==> src/hw/rtl/csc_pkg.sv <==
// Package: types, constants and calendar helpers for the seconds/calendar converter.
`timescale 1ns / 1ps

package csc_pkg;

    // Pipeline depth: compute stages before the output register
    localparam int NUM_PIPE = 8;

    // Calendar constants
    localparam logic [31:0] LAST_COUNT   = 32'd3155759999;  // 2099-12-31 23:59:59
    localparam logic [16:0] SECS_PER_DAY = 17'd86400;
    localparam logic [10:0] DAYS_PER_QUAD = 11'd1461;        // 365*4+1
    localparam logic [15:0] DAYS_PER_YEAR = 16'd365;
    localparam logic [11:0] SECS_PER_HOUR = 12'd3600;
    localparam logic [6:0]  SIXTY         = 7'd60;

    // Reciprocals for division by constants
    // count/86400 = ((count>>7) * RECIP_DAY) >> 25, low by at most one
    localparam logic [15:0] RECIP_DAY  = 16'd49710;
    // exact for x < 2^17: (x * RECIP_60A) >> 23
    localparam logic [17:0] RECIP_60A  = 18'd139811;
    // exact for x < 1440: (x * RECIP_60B) >> 17
    localparam logic [11:0] RECIP_60B  = 12'd2185;
    // exact for x < 2^16: (x * RECIP_1461) >> 27
    localparam logic [16:0] RECIP_1461 = 17'd91868;
    // exact for x < 2^16: (x * RECIP_7) >> 19
    localparam logic [16:0] RECIP_7    = 17'd74899;

    // Input request
    typedef struct packed {
        logic        mode;
        logic [31:0] count_in;
        logic [6:0]  year_in;
        logic [3:0]  month_in;
        logic [4:0]  day_in;
        logic [4:0]  hour_in;
        logic [5:0]  minute_in;
        logic [5:0]  second_in;
    } t_in_item;

    // Result
    typedef struct packed {
        logic [31:0] count_out;
        logic [6:0]  year_out;
        logic [3:0]  month_out;
        logic [4:0]  day_out;
        logic [2:0]  weekday_out;
        logic [4:0]  hour_out;
        logic [5:0]  minute_out;
        logic [5:0]  second_out;
        logic        range_error;
    } t_out_item;

    // Working set carried down the pipeline (p_: packing, u_: unpacking)
    typedef struct packed {
        logic        mode;
        logic [31:0] count_in;
        logic        flag;
        logic [31:0] p_md;
        logic [15:0] p_yd;
        logic [16:0] p_tod;
        logic [31:0] p_days;
        logic [31:0] p_prod;
        logic [31:0] p_count;
        logic [31:0] u_c;
        logic [15:0] u_q0;
        logic [17:0] u_rem;
        logic [15:0] u_days;
        logic [16:0] u_sod;
        logic [10:0] u_mt;
        logic [4:0]  u_q4;
        logic [12:0] u_wq;
        logic [5:0]  u_sec;
        logic [4:0]  u_hr;
        logic [10:0] u_r;
        logic [2:0]  u_wd;
        logic [5:0]  u_min;
        logic [6:0]  u_year;
        logic [8:0]  u_doy;
        logic        u_leap;
        logic [3:0]  u_month;
        logic [4:0]  u_day;
    } t_pipe;

    // Day of year at which a month starts, common year; zero for invalid months
    function automatic logic [8:0] month_start(input logic [3:0] m);
        logic [8:0] s;
        unique case (m)
            4'd1:    s = 9'd0;
            4'd2:    s = 9'd31;
            4'd3:    s = 9'd59;
            4'd4:    s = 9'd90;
            4'd5:    s = 9'd120;
            4'd6:    s = 9'd151;
            4'd7:    s = 9'd181;
            4'd8:    s = 9'd212;
            4'd9:    s = 9'd243;
            4'd10:   s = 9'd273;
            4'd11:   s = 9'd304;
            4'd12:   s = 9'd334;
            default: s = 9'd0;
        endcase
        return s;
    endfunction

    // Month start including the leap day after February
    function automatic logic [8:0] start_of(input logic [3:0] m, input logic leap);
        logic [8:0] s;
        s = month_start(m);
        if (leap && m > 4'd2) begin
            s = s + 9'd1;
        end
        return s;
    endfunction

endpackage

==> src/hw/rtl/csc_in_if.sv <==
// Request channel interface: valid/ready with a date-time or count payload.
`timescale 1ns / 1ps

interface csc_in_if;
    import csc_pkg::*;

    logic     valid;
    logic     ready;
    t_in_item payload;

    modport source (output valid, output payload, input ready);
    modport sink   (input valid, input payload, output ready);
endinterface

==> src/hw/rtl/csc_out_if.sv <==
// Result channel interface: valid/ready with the converted fields.
`timescale 1ns / 1ps

interface csc_out_if;
    import csc_pkg::*;

    logic      valid;
    logic      ready;
    t_out_item payload;

    modport source (output valid, output payload, input ready);
    modport sink   (input valid, input payload, output ready);
endinterface

==> src/hw/rtl/csc_stages.sv <==
// Stage logic of the converter pipeline: next value of every stage register.
`timescale 1ns / 1ps

module csc_stages (
    input  csc_pkg::t_in_item  i_item,
    input  csc_pkg::t_pipe     i_stage [csc_pkg::NUM_PIPE],
    output csc_pkg::t_pipe     o_stage [csc_pkg::NUM_PIPE],
    output csc_pkg::t_out_item o_item
);
    import csc_pkg::*;

    // Stage 0: clamp the count; month/day offset, year days and time of day
    always_comb begin : st0
        logic [8:0] ms;
        logic       corr;
        o_stage[0]          = '0;
        o_stage[0].mode     = i_item.mode;
        o_stage[0].count_in = i_item.count_in;
        o_stage[0].flag     = (i_item.count_in > LAST_COUNT);
        o_stage[0].u_c      = o_stage[0].flag ? LAST_COUNT : i_item.count_in;
        ms   = month_start(i_item.month_in);
        corr = (i_item.year_in[1:0] == 2'b00) && (i_item.month_in <= 4'd2);
        if (i_item.month_in >= 4'd1 && i_item.month_in <= 4'd12) begin
            o_stage[0].p_md = 32'(ms) + 32'(i_item.day_in) - 32'd1 - 32'(corr);
        end
        // days before this year, plus one for the leap day of year zero
        o_stage[0].p_yd  = 16'(i_item.year_in) * DAYS_PER_YEAR
                         + 16'(i_item.year_in[6:2]) + 16'd1;
        o_stage[0].p_tod = 17'(i_item.hour_in) * 17'(SECS_PER_HOUR)
                         + 17'(i_item.minute_in) * 17'(SIXTY)
                         + 17'(i_item.second_in);
    end

    // Stage 1: total days for packing; day estimate for unpacking
    always_comb begin : st1
        logic [40:0] prod;
        o_stage[1]        = i_stage[0];
        o_stage[1].p_days = 32'(i_stage[0].p_yd) + i_stage[0].p_md;
        prod              = 41'(i_stage[0].u_c[31:7]) * 41'(RECIP_DAY);
        o_stage[1].u_q0   = prod[40:25];
    end

    // Stage 2: days to seconds; remainder against the day estimate
    always_comb begin : st2
        logic [31:0] back;
        o_stage[2]        = i_stage[1];
        o_stage[2].p_prod = i_stage[1].p_days * 32'(SECS_PER_DAY);
        back              = 32'(i_stage[1].u_q0) * 32'(SECS_PER_DAY);
        o_stage[2].u_rem  = 18'(i_stage[1].u_c - back);
    end

    // Stage 3: final packed count; correct the day estimate by one
    always_comb begin : st3
        o_stage[3]         = i_stage[2];
        o_stage[3].p_count = i_stage[2].p_prod + 32'(i_stage[2].p_tod);
        if (i_stage[2].u_rem >= 18'(SECS_PER_DAY)) begin
            o_stage[3].u_days = i_stage[2].u_q0 + 16'd1;
            o_stage[3].u_sod  = 17'(i_stage[2].u_rem - 18'(SECS_PER_DAY));
        end else begin
            o_stage[3].u_days = i_stage[2].u_q0;
            o_stage[3].u_sod  = 17'(i_stage[2].u_rem);
        end
    end

    // Stage 4: minutes of day, four-year blocks, weeks
    always_comb begin : st4
        logic [34:0] pm;
        logic [32:0] pq;
        logic [32:0] pw;
        o_stage[4]      = i_stage[3];
        pm              = 35'(i_stage[3].u_sod) * 35'(RECIP_60A);
        pq              = 33'(i_stage[3].u_days) * 33'(RECIP_1461);
        pw              = 33'(i_stage[3].u_days + 16'd5) * 33'(RECIP_7);
        o_stage[4].u_mt = pm[33:23];
        o_stage[4].u_q4 = pq[31:27];
        o_stage[4].u_wq = pw[31:19];
    end

    // Stage 5: seconds, hours, day within the block, weekday
    always_comb begin : st5
        logic [22:0] ph;
        logic [15:0] d5;
        logic [15:0] w7;
        o_stage[5]       = i_stage[4];
        o_stage[5].u_sec = 6'(i_stage[4].u_sod - 17'(i_stage[4].u_mt) * 17'(SIXTY));
        ph               = 23'(i_stage[4].u_mt) * 23'(RECIP_60B);
        o_stage[5].u_hr  = ph[21:17];
        o_stage[5].u_r   = 11'(i_stage[4].u_days
                              - 16'(i_stage[4].u_q4) * 16'(DAYS_PER_QUAD));
        d5               = i_stage[4].u_days + 16'd5;
        w7               = d5 - 16'(i_stage[4].u_wq) * 16'd7;
        o_stage[5].u_wd  = 3'(w7) + 3'd1;
    end

    // Stage 6: minutes; year and day of year inside the four-year block
    always_comb begin : st6
        logic [10:0] t;
        logic [6:0]  base;
        o_stage[6]       = i_stage[5];
        o_stage[6].u_min = 6'(i_stage[5].u_mt - 11'(i_stage[5].u_hr) * 11'(SIXTY));
        base             = {i_stage[5].u_q4, 2'b00};
        t                = i_stage[5].u_r - 11'd366;
        priority if (i_stage[5].u_r < 11'd366) begin
            o_stage[6].u_year = base;
            o_stage[6].u_doy  = 9'(i_stage[5].u_r);
            o_stage[6].u_leap = 1'b1;
        end else if (t >= 11'd730) begin
            o_stage[6].u_year = base + 7'd3;
            o_stage[6].u_doy  = 9'(t - 11'd730);
            o_stage[6].u_leap = 1'b0;
        end else if (t >= 11'd365) begin
            o_stage[6].u_year = base + 7'd2;
            o_stage[6].u_doy  = 9'(t - 11'd365);
            o_stage[6].u_leap = 1'b0;
        end else begin
            o_stage[6].u_year = base + 7'd1;
            o_stage[6].u_doy  = 9'(t);
            o_stage[6].u_leap = 1'b0;
        end
    end

    // Stage 7: month search over the twelve starts, then day of month
    always_comb begin : st7
        logic [3:0] month;
        logic [8:0] st;
        logic [8:0] s;
        o_stage[7] = i_stage[6];
        month      = 4'd1;
        st         = 9'd0;
        for (int m = 2; m <= 12; m++) begin
            s = start_of(4'(m), i_stage[6].u_leap);
            if (i_stage[6].u_doy >= s) begin
                month = 4'(m);
                st    = s;
            end
        end
        o_stage[7].u_month = month;
        o_stage[7].u_day   = 5'(i_stage[6].u_doy - st + 9'd1);
    end

    // Output: select the result of the requested direction
    always_comb begin : stout
        o_item = '0;
        if (!i_stage[NUM_PIPE-1].mode) begin
            o_item.count_out = i_stage[NUM_PIPE-1].p_count;
        end else begin
            o_item.count_out   = i_stage[NUM_PIPE-1].count_in;
            o_item.year_out    = i_stage[NUM_PIPE-1].u_year;
            o_item.month_out   = i_stage[NUM_PIPE-1].u_month;
            o_item.day_out     = i_stage[NUM_PIPE-1].u_day;
            o_item.weekday_out = i_stage[NUM_PIPE-1].u_wd;
            o_item.hour_out    = i_stage[NUM_PIPE-1].u_hr;
            o_item.minute_out  = i_stage[NUM_PIPE-1].u_min;
            o_item.second_out  = i_stage[NUM_PIPE-1].u_sec;
            o_item.range_error = i_stage[NUM_PIPE-1].flag;
        end
    end

endmodule

==> src/hw/rtl/calendar_seconds_converter.sv <==
// Top level: pipelined converter between a seconds count and calendar date-time.
//
//   Channel  Dir  Handshake     Payload
//   i_req    in   valid/ready   mode, count_in, year/month/day/hour/minute/second_in
//   o_rsp    out  valid/ready   count_out, date-time fields, weekday_out, range_error
//
// One request per cycle unless every stage is full and the output is stalled; each result
// passes through the 8 compute stages and then the output register.
// Reset clears all stage valid bits; no request is lost or repeated under stalls.
// A stage loads whenever it is empty or its successor moves, so bubbles collapse
// and requests keep being taken while a result waits at the output and a stage is empty.
`timescale 1ns / 1ps

module calendar_seconds_converter (
    input  logic        i_clk,
    input  logic        i_rst_n,
    csc_in_if.sink      i_req,
    csc_out_if.source   o_rsp
);
    import csc_pkg::*;

    localparam int NUM_ST = NUM_PIPE + 1;

    t_pipe              r_pipe [NUM_PIPE];
    t_pipe              n_pipe [NUM_PIPE];
    t_out_item          r_out;
    t_out_item          n_out;
    logic [NUM_ST-1:0]  r_vld;
    logic [NUM_ST-1:0]  n_vld;
    logic [NUM_ST-1:0]  adv;

    csc_stages u_stages (
        .i_item  (i_req.payload),
        .i_stage (r_pipe),
        .o_stage (n_pipe),
        .o_item  (n_out)
    );

    // Stage advance: load when empty or when the successor moves
    always_comb begin
        adv[NUM_ST-1] = !r_vld[NUM_ST-1] || o_rsp.ready;
        for (int k = NUM_ST - 2; k >= 0; k--) begin
            adv[k] = !r_vld[k] || adv[k+1];
        end
        n_vld[0] = adv[0] ? i_req.valid : r_vld[0];
        for (int k = 1; k < NUM_ST; k++) begin
            n_vld[k] = adv[k] ? r_vld[k-1] : r_vld[k];
        end
    end

    // Valid bits
    always_ff @(posedge i_clk) begin
        if (!i_rst_n) begin
            r_vld <= '0;
        end else begin
            r_vld <= n_vld;
        end
    end

    // Stage payloads
    always_ff @(posedge i_clk) begin
        for (int k = 0; k < NUM_PIPE; k++) begin
            if (adv[k]) begin
                r_pipe[k] <= n_pipe[k];
            end
        end
        if (adv[NUM_ST-1]) begin
            r_out <= n_out;
        end
    end

    assign i_req.ready   = adv[0];
    assign o_rsp.valid   = r_vld[NUM_ST-1];
    assign o_rsp.payload = r_out;

    // Input only backs up when every stage is full and the output is stalled
    a_ready_only_when_full: assert property (@(posedge i_clk) disable iff (!i_rst_n)
        !i_req.ready |-> (&r_vld) && !o_rsp.ready)
        else $error("request refused while pipeline has room");

    // An item whose successor stage is empty moves on
    a_bubble_fill: assert property (@(posedge i_clk) disable iff (!i_rst_n)
        r_vld[0] && !r_vld[1] |=> r_vld[1])
        else $error("item did not move into an empty stage");

    // Out-of-range counts saturate to the last second of 2099, a Thursday
    a_saturate: assert property (@(posedge i_clk) disable iff (!i_rst_n)
        o_rsp.valid && o_rsp.payload.range_error |->
            o_rsp.payload.year_out == 7'd99 && o_rsp.payload.month_out == 4'd12 &&
            o_rsp.payload.day_out == 5'd31 && o_rsp.payload.weekday_out == 3'd4)
        else $error("range error without saturated date");

    // Time of day fields stay in range
    a_time_range: assert property (@(posedge i_clk) disable iff (!i_rst_n)
        o_rsp.valid |-> o_rsp.payload.hour_out <= 5'd23 &&
            o_rsp.payload.minute_out <= 6'd59 && o_rsp.payload.second_out <= 6'd59)
        else $error("time of day out of range");

    // An unpacked date always carries a day and a weekday
    a_date_complete: assert property (@(posedge i_clk) disable iff (!i_rst_n)
        o_rsp.valid && o_rsp.payload.month_out != 4'd0 |->
            o_rsp.payload.day_out != 5'd0 && o_rsp.payload.weekday_out != 3'd0)
        else $error("incomplete unpacked date");

endmodule

==> src/flat_wrapper.sv <==
// flat-port wrapper written by rule: the top's interface ports become plain ports
module calendar_seconds_converter_flat import csc_pkg::*;
  (i_clk, i_rst_n, i_req_valid, i_req_payload, i_req_ready, o_rsp_valid, o_rsp_payload, o_rsp_ready);
  csc_in_if i_req_i ();
  csc_out_if o_rsp_i ();
  input  logic i_clk;
  input  logic i_rst_n;
  input wire logic [$bits(i_req_i.valid)-1:0] i_req_valid;
  input wire logic [$bits(i_req_i.payload)-1:0] i_req_payload;
  output wire logic [$bits(i_req_i.ready)-1:0] i_req_ready;
  output wire logic [$bits(o_rsp_i.valid)-1:0] o_rsp_valid;
  output wire logic [$bits(o_rsp_i.payload)-1:0] o_rsp_payload;
  input wire logic [$bits(o_rsp_i.ready)-1:0] o_rsp_ready;
  assign i_req_i.valid = i_req_valid;
  assign i_req_i.payload = i_req_payload;
  assign i_req_ready = i_req_i.ready;
  assign o_rsp_valid = o_rsp_i.valid;
  assign o_rsp_payload = o_rsp_i.payload;
  assign o_rsp_i.ready = o_rsp_ready;
  calendar_seconds_converter u_core (.i_clk(i_clk), .i_rst_n(i_rst_n), .i_req(i_req_i), .o_rsp(o_rsp_i));
endmodule
==> config.mk <==
export PLATFORM = sky130hd
export DESIGN_NAME = calendar_seconds_converter_flat
export DESIGN_NICKNAME = d
export VERILOG_FILES = /design/src/hw/rtl/csc_pkg.sv /design/src/hw/rtl/csc_in_if.sv /design/src/hw/rtl/csc_out_if.sv /design/src/hw/rtl/csc_stages.sv /design/src/hw/rtl/calendar_seconds_converter.sv /design/src/flat_wrapper.sv
export SDC_FILE = /design/constraint.sdc
export NUM_CORES = 2
export LEC_CHECK = 0
export ABC_AREA = 1
export BUFFER_PORTS_ARGS = -buffer_cell sky130_fd_sc_hd__buf_2
export CORE_MARGIN = 4
export CORE_UTILIZATION = 51
export CTS_CLUSTER_SIZE = 8
export DETAILED_ROUTE_END_ITERATION = 7
export PLACE_DENSITY = 0.7
export SLEW_MARGIN = 30
export SYNTH_ARGS = -nofsm -noshare
export SYNTH_HDL_FRONTEND = slang
export SYNTH_SLANG_ARGS = --single-unit
==> constraint.sdc <==
create_clock -name i_clk -period 24.2 [get_ports i_clk]
set_input_delay 4.84 -clock i_clk [delete_from_list [all_inputs] [get_ports i_clk]]
set_output_delay 4.84 -clock i_clk [all_outputs]
set_load 0.01 [all_outputs]
==> metrics.txt <==
# TYPE chip_impl_metric gauge
chip_impl_info{name="run_status",value="complete, no violations"} 1
chip_impl_info{name="synth_top_family_by_area",value="adder cells"} 1
chip_impl_metric{name="worst_ep_arrival_time",unit="ps"} 9500
chip_impl_metric{name="yosysSeqAreaShare",unit="%"} 44.8
chip_impl_metric{name="synthesis.area",unit="mm^2"} 0.0612
chip_impl_metric{name="crit_fanout",unit=""} 63
chip_impl_metric{name="placed_cell_areas",unit="mm^2"} 0.0640
chip_impl_metric{name="cts_made_buffers",unit=""} 134
chip_impl_metric{name="clock_sinks",unit=""} 917
chip_impl_metric{name="die_area",unit="mm^2"} 0.126
chip_impl_info{name="cts_root_buffer",value="clkbuf_16"} 1
chip_impl_metric{name="final-hold-violation-count",unit=""} 0
chip_impl_metric{name="layout-drive-gt1-share",unit="%"} 6.70
chip_impl_info{name="critical_path.endpoint_type",value="output port"} 1
chip_impl_metric{name="numPortBuffers",unit=""} 140
chip_impl_metric{name="vias_per_cell",unit=""} 5.04
chip_impl_metric{name="post_cts_hold_buffer_count",unit=""} 0
chip_impl_metric{name="initial_utilization",unit="%"} 51.6
chip_impl_metric{name="via_count",unit=""} 36900
chip_impl_metric{name="finalInstanceArea",unit="mm^2"} 0.0678
chip_impl_metric{name="pin_count_of_the_biggest_net_entering_global_routing",unit=""} 86
chip_impl_metric{name="chipHeight",unit="um"} 355
chip_impl_metric{name="drc_errors",unit=""} 0
chip_impl_metric{name="globalplace.congestion",unit=""} 0.910
chip_impl_metric{name="max_cap_violations",unit=""} 0
chip_impl_metric{name="ports_placed_on_the_boundary",unit=""} 141
chip_impl_metric{name="std_cell_core_area",unit="mm^2"} 0.119
chip_impl_metric{name="clkLatencyLatePin",unit="ps"} 730
chip_impl_metric{name="cts_resized",unit=""} 0
chip_impl_metric{name="global_route_wire_length_before_repair",unit="mm"} 195
chip_impl_metric{name="fmax",unit="MHz"} 69.7
chip_impl_metric{name="dp.final_hpwl",unit="mm"} 93.5
chip_impl_metric{name="postLayoutCoreUtil",unit="%"} 57.1
chip_impl_metric{name="nNetsFinal",unit=""} 6990
chip_impl_metric{name="post_synth_fa_ha_maj_area_fraction",unit="%"} 30.1
chip_impl_metric{name="synth_mux_area_share",unit="%"} 0.625
chip_impl_metric{name="setup_tns",unit="ps"} 0
chip_impl_info{name="ys_dominant_reg_cell",value="edfxtp_1"} 1
chip_impl_metric{name="synth_async_sr_flop_share",unit="%"} 0
chip_impl_metric{name="detail_route.first_pass.iterations",unit=""} 6
chip_impl_metric{name="die_width",unit="um"} 355
chip_impl_metric{name="mappedNetlistNets",unit=""} 6723
chip_impl_metric{name="post_synth_inst_count",unit=""} 5414
chip_impl_metric{name="syn-mean-instance-area",unit="um^2"} 11.3
chip_impl_metric{name="compound_cell_area_share_of_the_yosys_netlist",unit="%"} 4.80
chip_impl_metric{name="row_count",unit=""} 126
chip_impl_metric{name="timing.final.crit_share",unit="%"} 59.3
chip_impl_metric{name="postSynthRegisterBits",unit=""} 917
chip_impl_metric{name="maxSlewHeadroom",unit="%"} 39.5
chip_impl_metric{name="layout-area-overhead-vs-synth",unit="%"} 10.8
chip_impl_metric{name="report.final.slew_viol_count",unit=""} 0
chip_impl_metric{name="synthesis_warnings",unit=""} 0
chip_impl_metric{name="number_of_enable_type_register_cells_in_the_synthesized_netlist",unit=""} 908
chip_impl_metric{name="worst_pin_slew",unit="ps"} 907
chip_impl_metric{name="timing.final.setup_violations",unit=""} 0
chip_impl_metric{name="grt_pass1_vias",unit=""} 38100
chip_impl_metric{name="worst-endpoint-required",unit="ps"} 19360
chip_impl_metric{name="routedWlPerCell",unit="um"} 16.2
chip_impl_metric{name="antenna_found_initial",unit=""} 4
chip_impl_metric{name="iter_0_drt_violations",unit=""} 2100
chip_impl_metric{name="synthXorXnorAreaFrac",unit="%"} 3.83
chip_impl_info{name="hold_wc_path_type",value="register to register"} 1
chip_impl_info{name="worstSetupPathType",value="input port to output port"} 1
chip_impl_metric{name="ant_nets",unit=""} 0
chip_impl_metric{name="timing.final.crit_period",unit="ps"} 14340
chip_impl_metric{name="grt.total_usage",unit="%"} 19.4
chip_impl_metric{name="post-cts-setup-buffers",unit=""} 0
chip_impl_metric{name="htree_levels",unit=""} 4
chip_impl_metric{name="worst_setup_hold_path_clk_slew",unit="ps"} 50
chip_impl_metric{name="globalRouteOverflowTotal",unit=""} 0
chip_impl_metric{name="cts-root-to-sink-buffers",unit=""} 3
chip_impl_metric{name="wl",unit="mm"} 119
chip_impl_metric{name="post_synth_and_or_nand_nor_area_fraction",unit="%"} 8.09
chip_impl_info{name="cp-start-kind",value="input port"} 1
chip_impl_info{name="tritoncts",value="yes"} 1
chip_impl_metric{name="post_synth_num_cell_types",unit=""} 56
chip_impl_metric{name="final.setup_skew",unit="ps"} 33.4
chip_impl_info{name="grt_setup_unrepaired",value="no"} 1
==> cell usage after synthesis, types with 4 or more instances <==
master	count	area [um^2]
o21bai_1	23	173
xor2_1	181	1590
nor2_1	259	972
a31oi_1	29	181
nand2_2	16	100
o21a_1	8	60.1
or2_2	10	62.6
inv_1	1231	4620
nand2_1	615	2310
a211oi_1	6	45.0
nand4_1	52	325
nor4_1	12	75.1
clkbuf_1	14	52.6
xnor2_1	85	744
o211ai_1	9	67.6
nand3_1	164	821
fa_1	391	7830
mux2_2	34	383
dfxtp_1	9	180
nand3b_1	7	52.6
nor3_1	36	180
o221ai_1	4	35.0
a21o_1	22	165
a21oi_1	258	1290
ha_1	848	10600
o21ai_1	5	25.0
o21ai_0	131	656
a21boi_0	7	52.6
edfxtp_1	908	27300
==> stage by stage <==
stage / hold slack [ps] / worst slack (ps) / cells
5_1_grt: 400 / 9430 / 7331
4_1_cts: 396 / 9770 / 7331
6_report: 391 / 9860 / 7334
2_1_floorplan: 400 / 930 / 5414
3_3_place_gp: 400 / 9890 / 7144
3_5_place_dp: 405 / 9840 / 7145
==> state kept, by name (all words and copies together) (netlist names) <==
| register | cells |
|---|---|
| u_core.r_pipe | 839 |
| u_core.o_rsp.payload | 69 |
| u_core.r_vld | 9 |
==> routing by layer <==
layer	vias to the layer above	wire length, um	track usage (%)
met5	-	13	0
met4	2	3520	6.59
met3	213	4300	3.15
met2	681	58800	33.4
met1	17700	52500	25.1
li1	18400	-	-
==> critical path: stages <==
cell and delay [ps]:
buf_2 100, nor2_1 130, inv_2 220, nor2_1 240, inv_4 270, nor2_1 260
inv_4 250, nor2_1 450, nand2_4 370, nor2_2 340, nand2_4 520, nor2_1 560
nand2_4 540, buf_2 340
==> cell type report <==
cell class	count	area, um^2
clock buffers	166	3490
fillers	9683	50900
multi-input cells	3241	29100
diodes	3	7.51
repair buffers	152	806
well taps	1600	2000
clock inverters	20	344
flip-flops and latches	917	27400
inverters	1235	4650
==> final timing paths <==
path | endpoint | cells after the start | startpoint | slack [ps]
max reg2reg | u_core.r_pipe[1199] | 25 | u_core.r_pipe[1625] | 17540
min reg2reg | u_core.r_pipe[1127] | 0 | u_core.r_pipe[1507] | 390
max | i_req_ready | 14 | o_rsp_ready | 9860
min | u_core.r_pipe[1127] | 0 | u_core.r_pipe[1507] | 390
==> cell families after synthesis <==
family | count (synthesis)
AOI/OAI and AO/OA | 523
xor gates and xnor gates | 267
adders and majority gates | 1239
buffers and inverters | 1256
DFF | 917
muxes | 34
and+or+nand+nor | 1178
==> cell usage in the layout (no fill, tap or decap), drive strengths merged, types with 2 or more instances in the layout <==
cell type	netlist	routed
inv	1233	1240
edfxtp	908	908
ha	848	848
nand2	632	632
fa	391	391
nor2	261	261
a21oi	260	260
xor2	182	182
clkbuf	14	166
nand3	164	164
buf	7	152
o21ai	137	137
xnor2	85	85
nand4	53	53
nor3	36	36
mux2	34	34
a31oi	29	29
o21bai	24	24
a21o	22	22
clkinv	2	14
nor4	12	12
or2	10	10
o211ai	9	9
dfxtp	9	9
o21a	8	8
a21boi	7	7
nand3b	7	7
a211oi	6	6
o221ai	4	4
diode	0	3
o2111ai	3	3
o22ai	3	3
and3	2	2
a211o	2	2
a221oi	2	2
o31ai	2	2
Power is left out: the tool's default activity adds up to more than one toggle a clock period on the data nets, which glitch-free logic cannot reach.
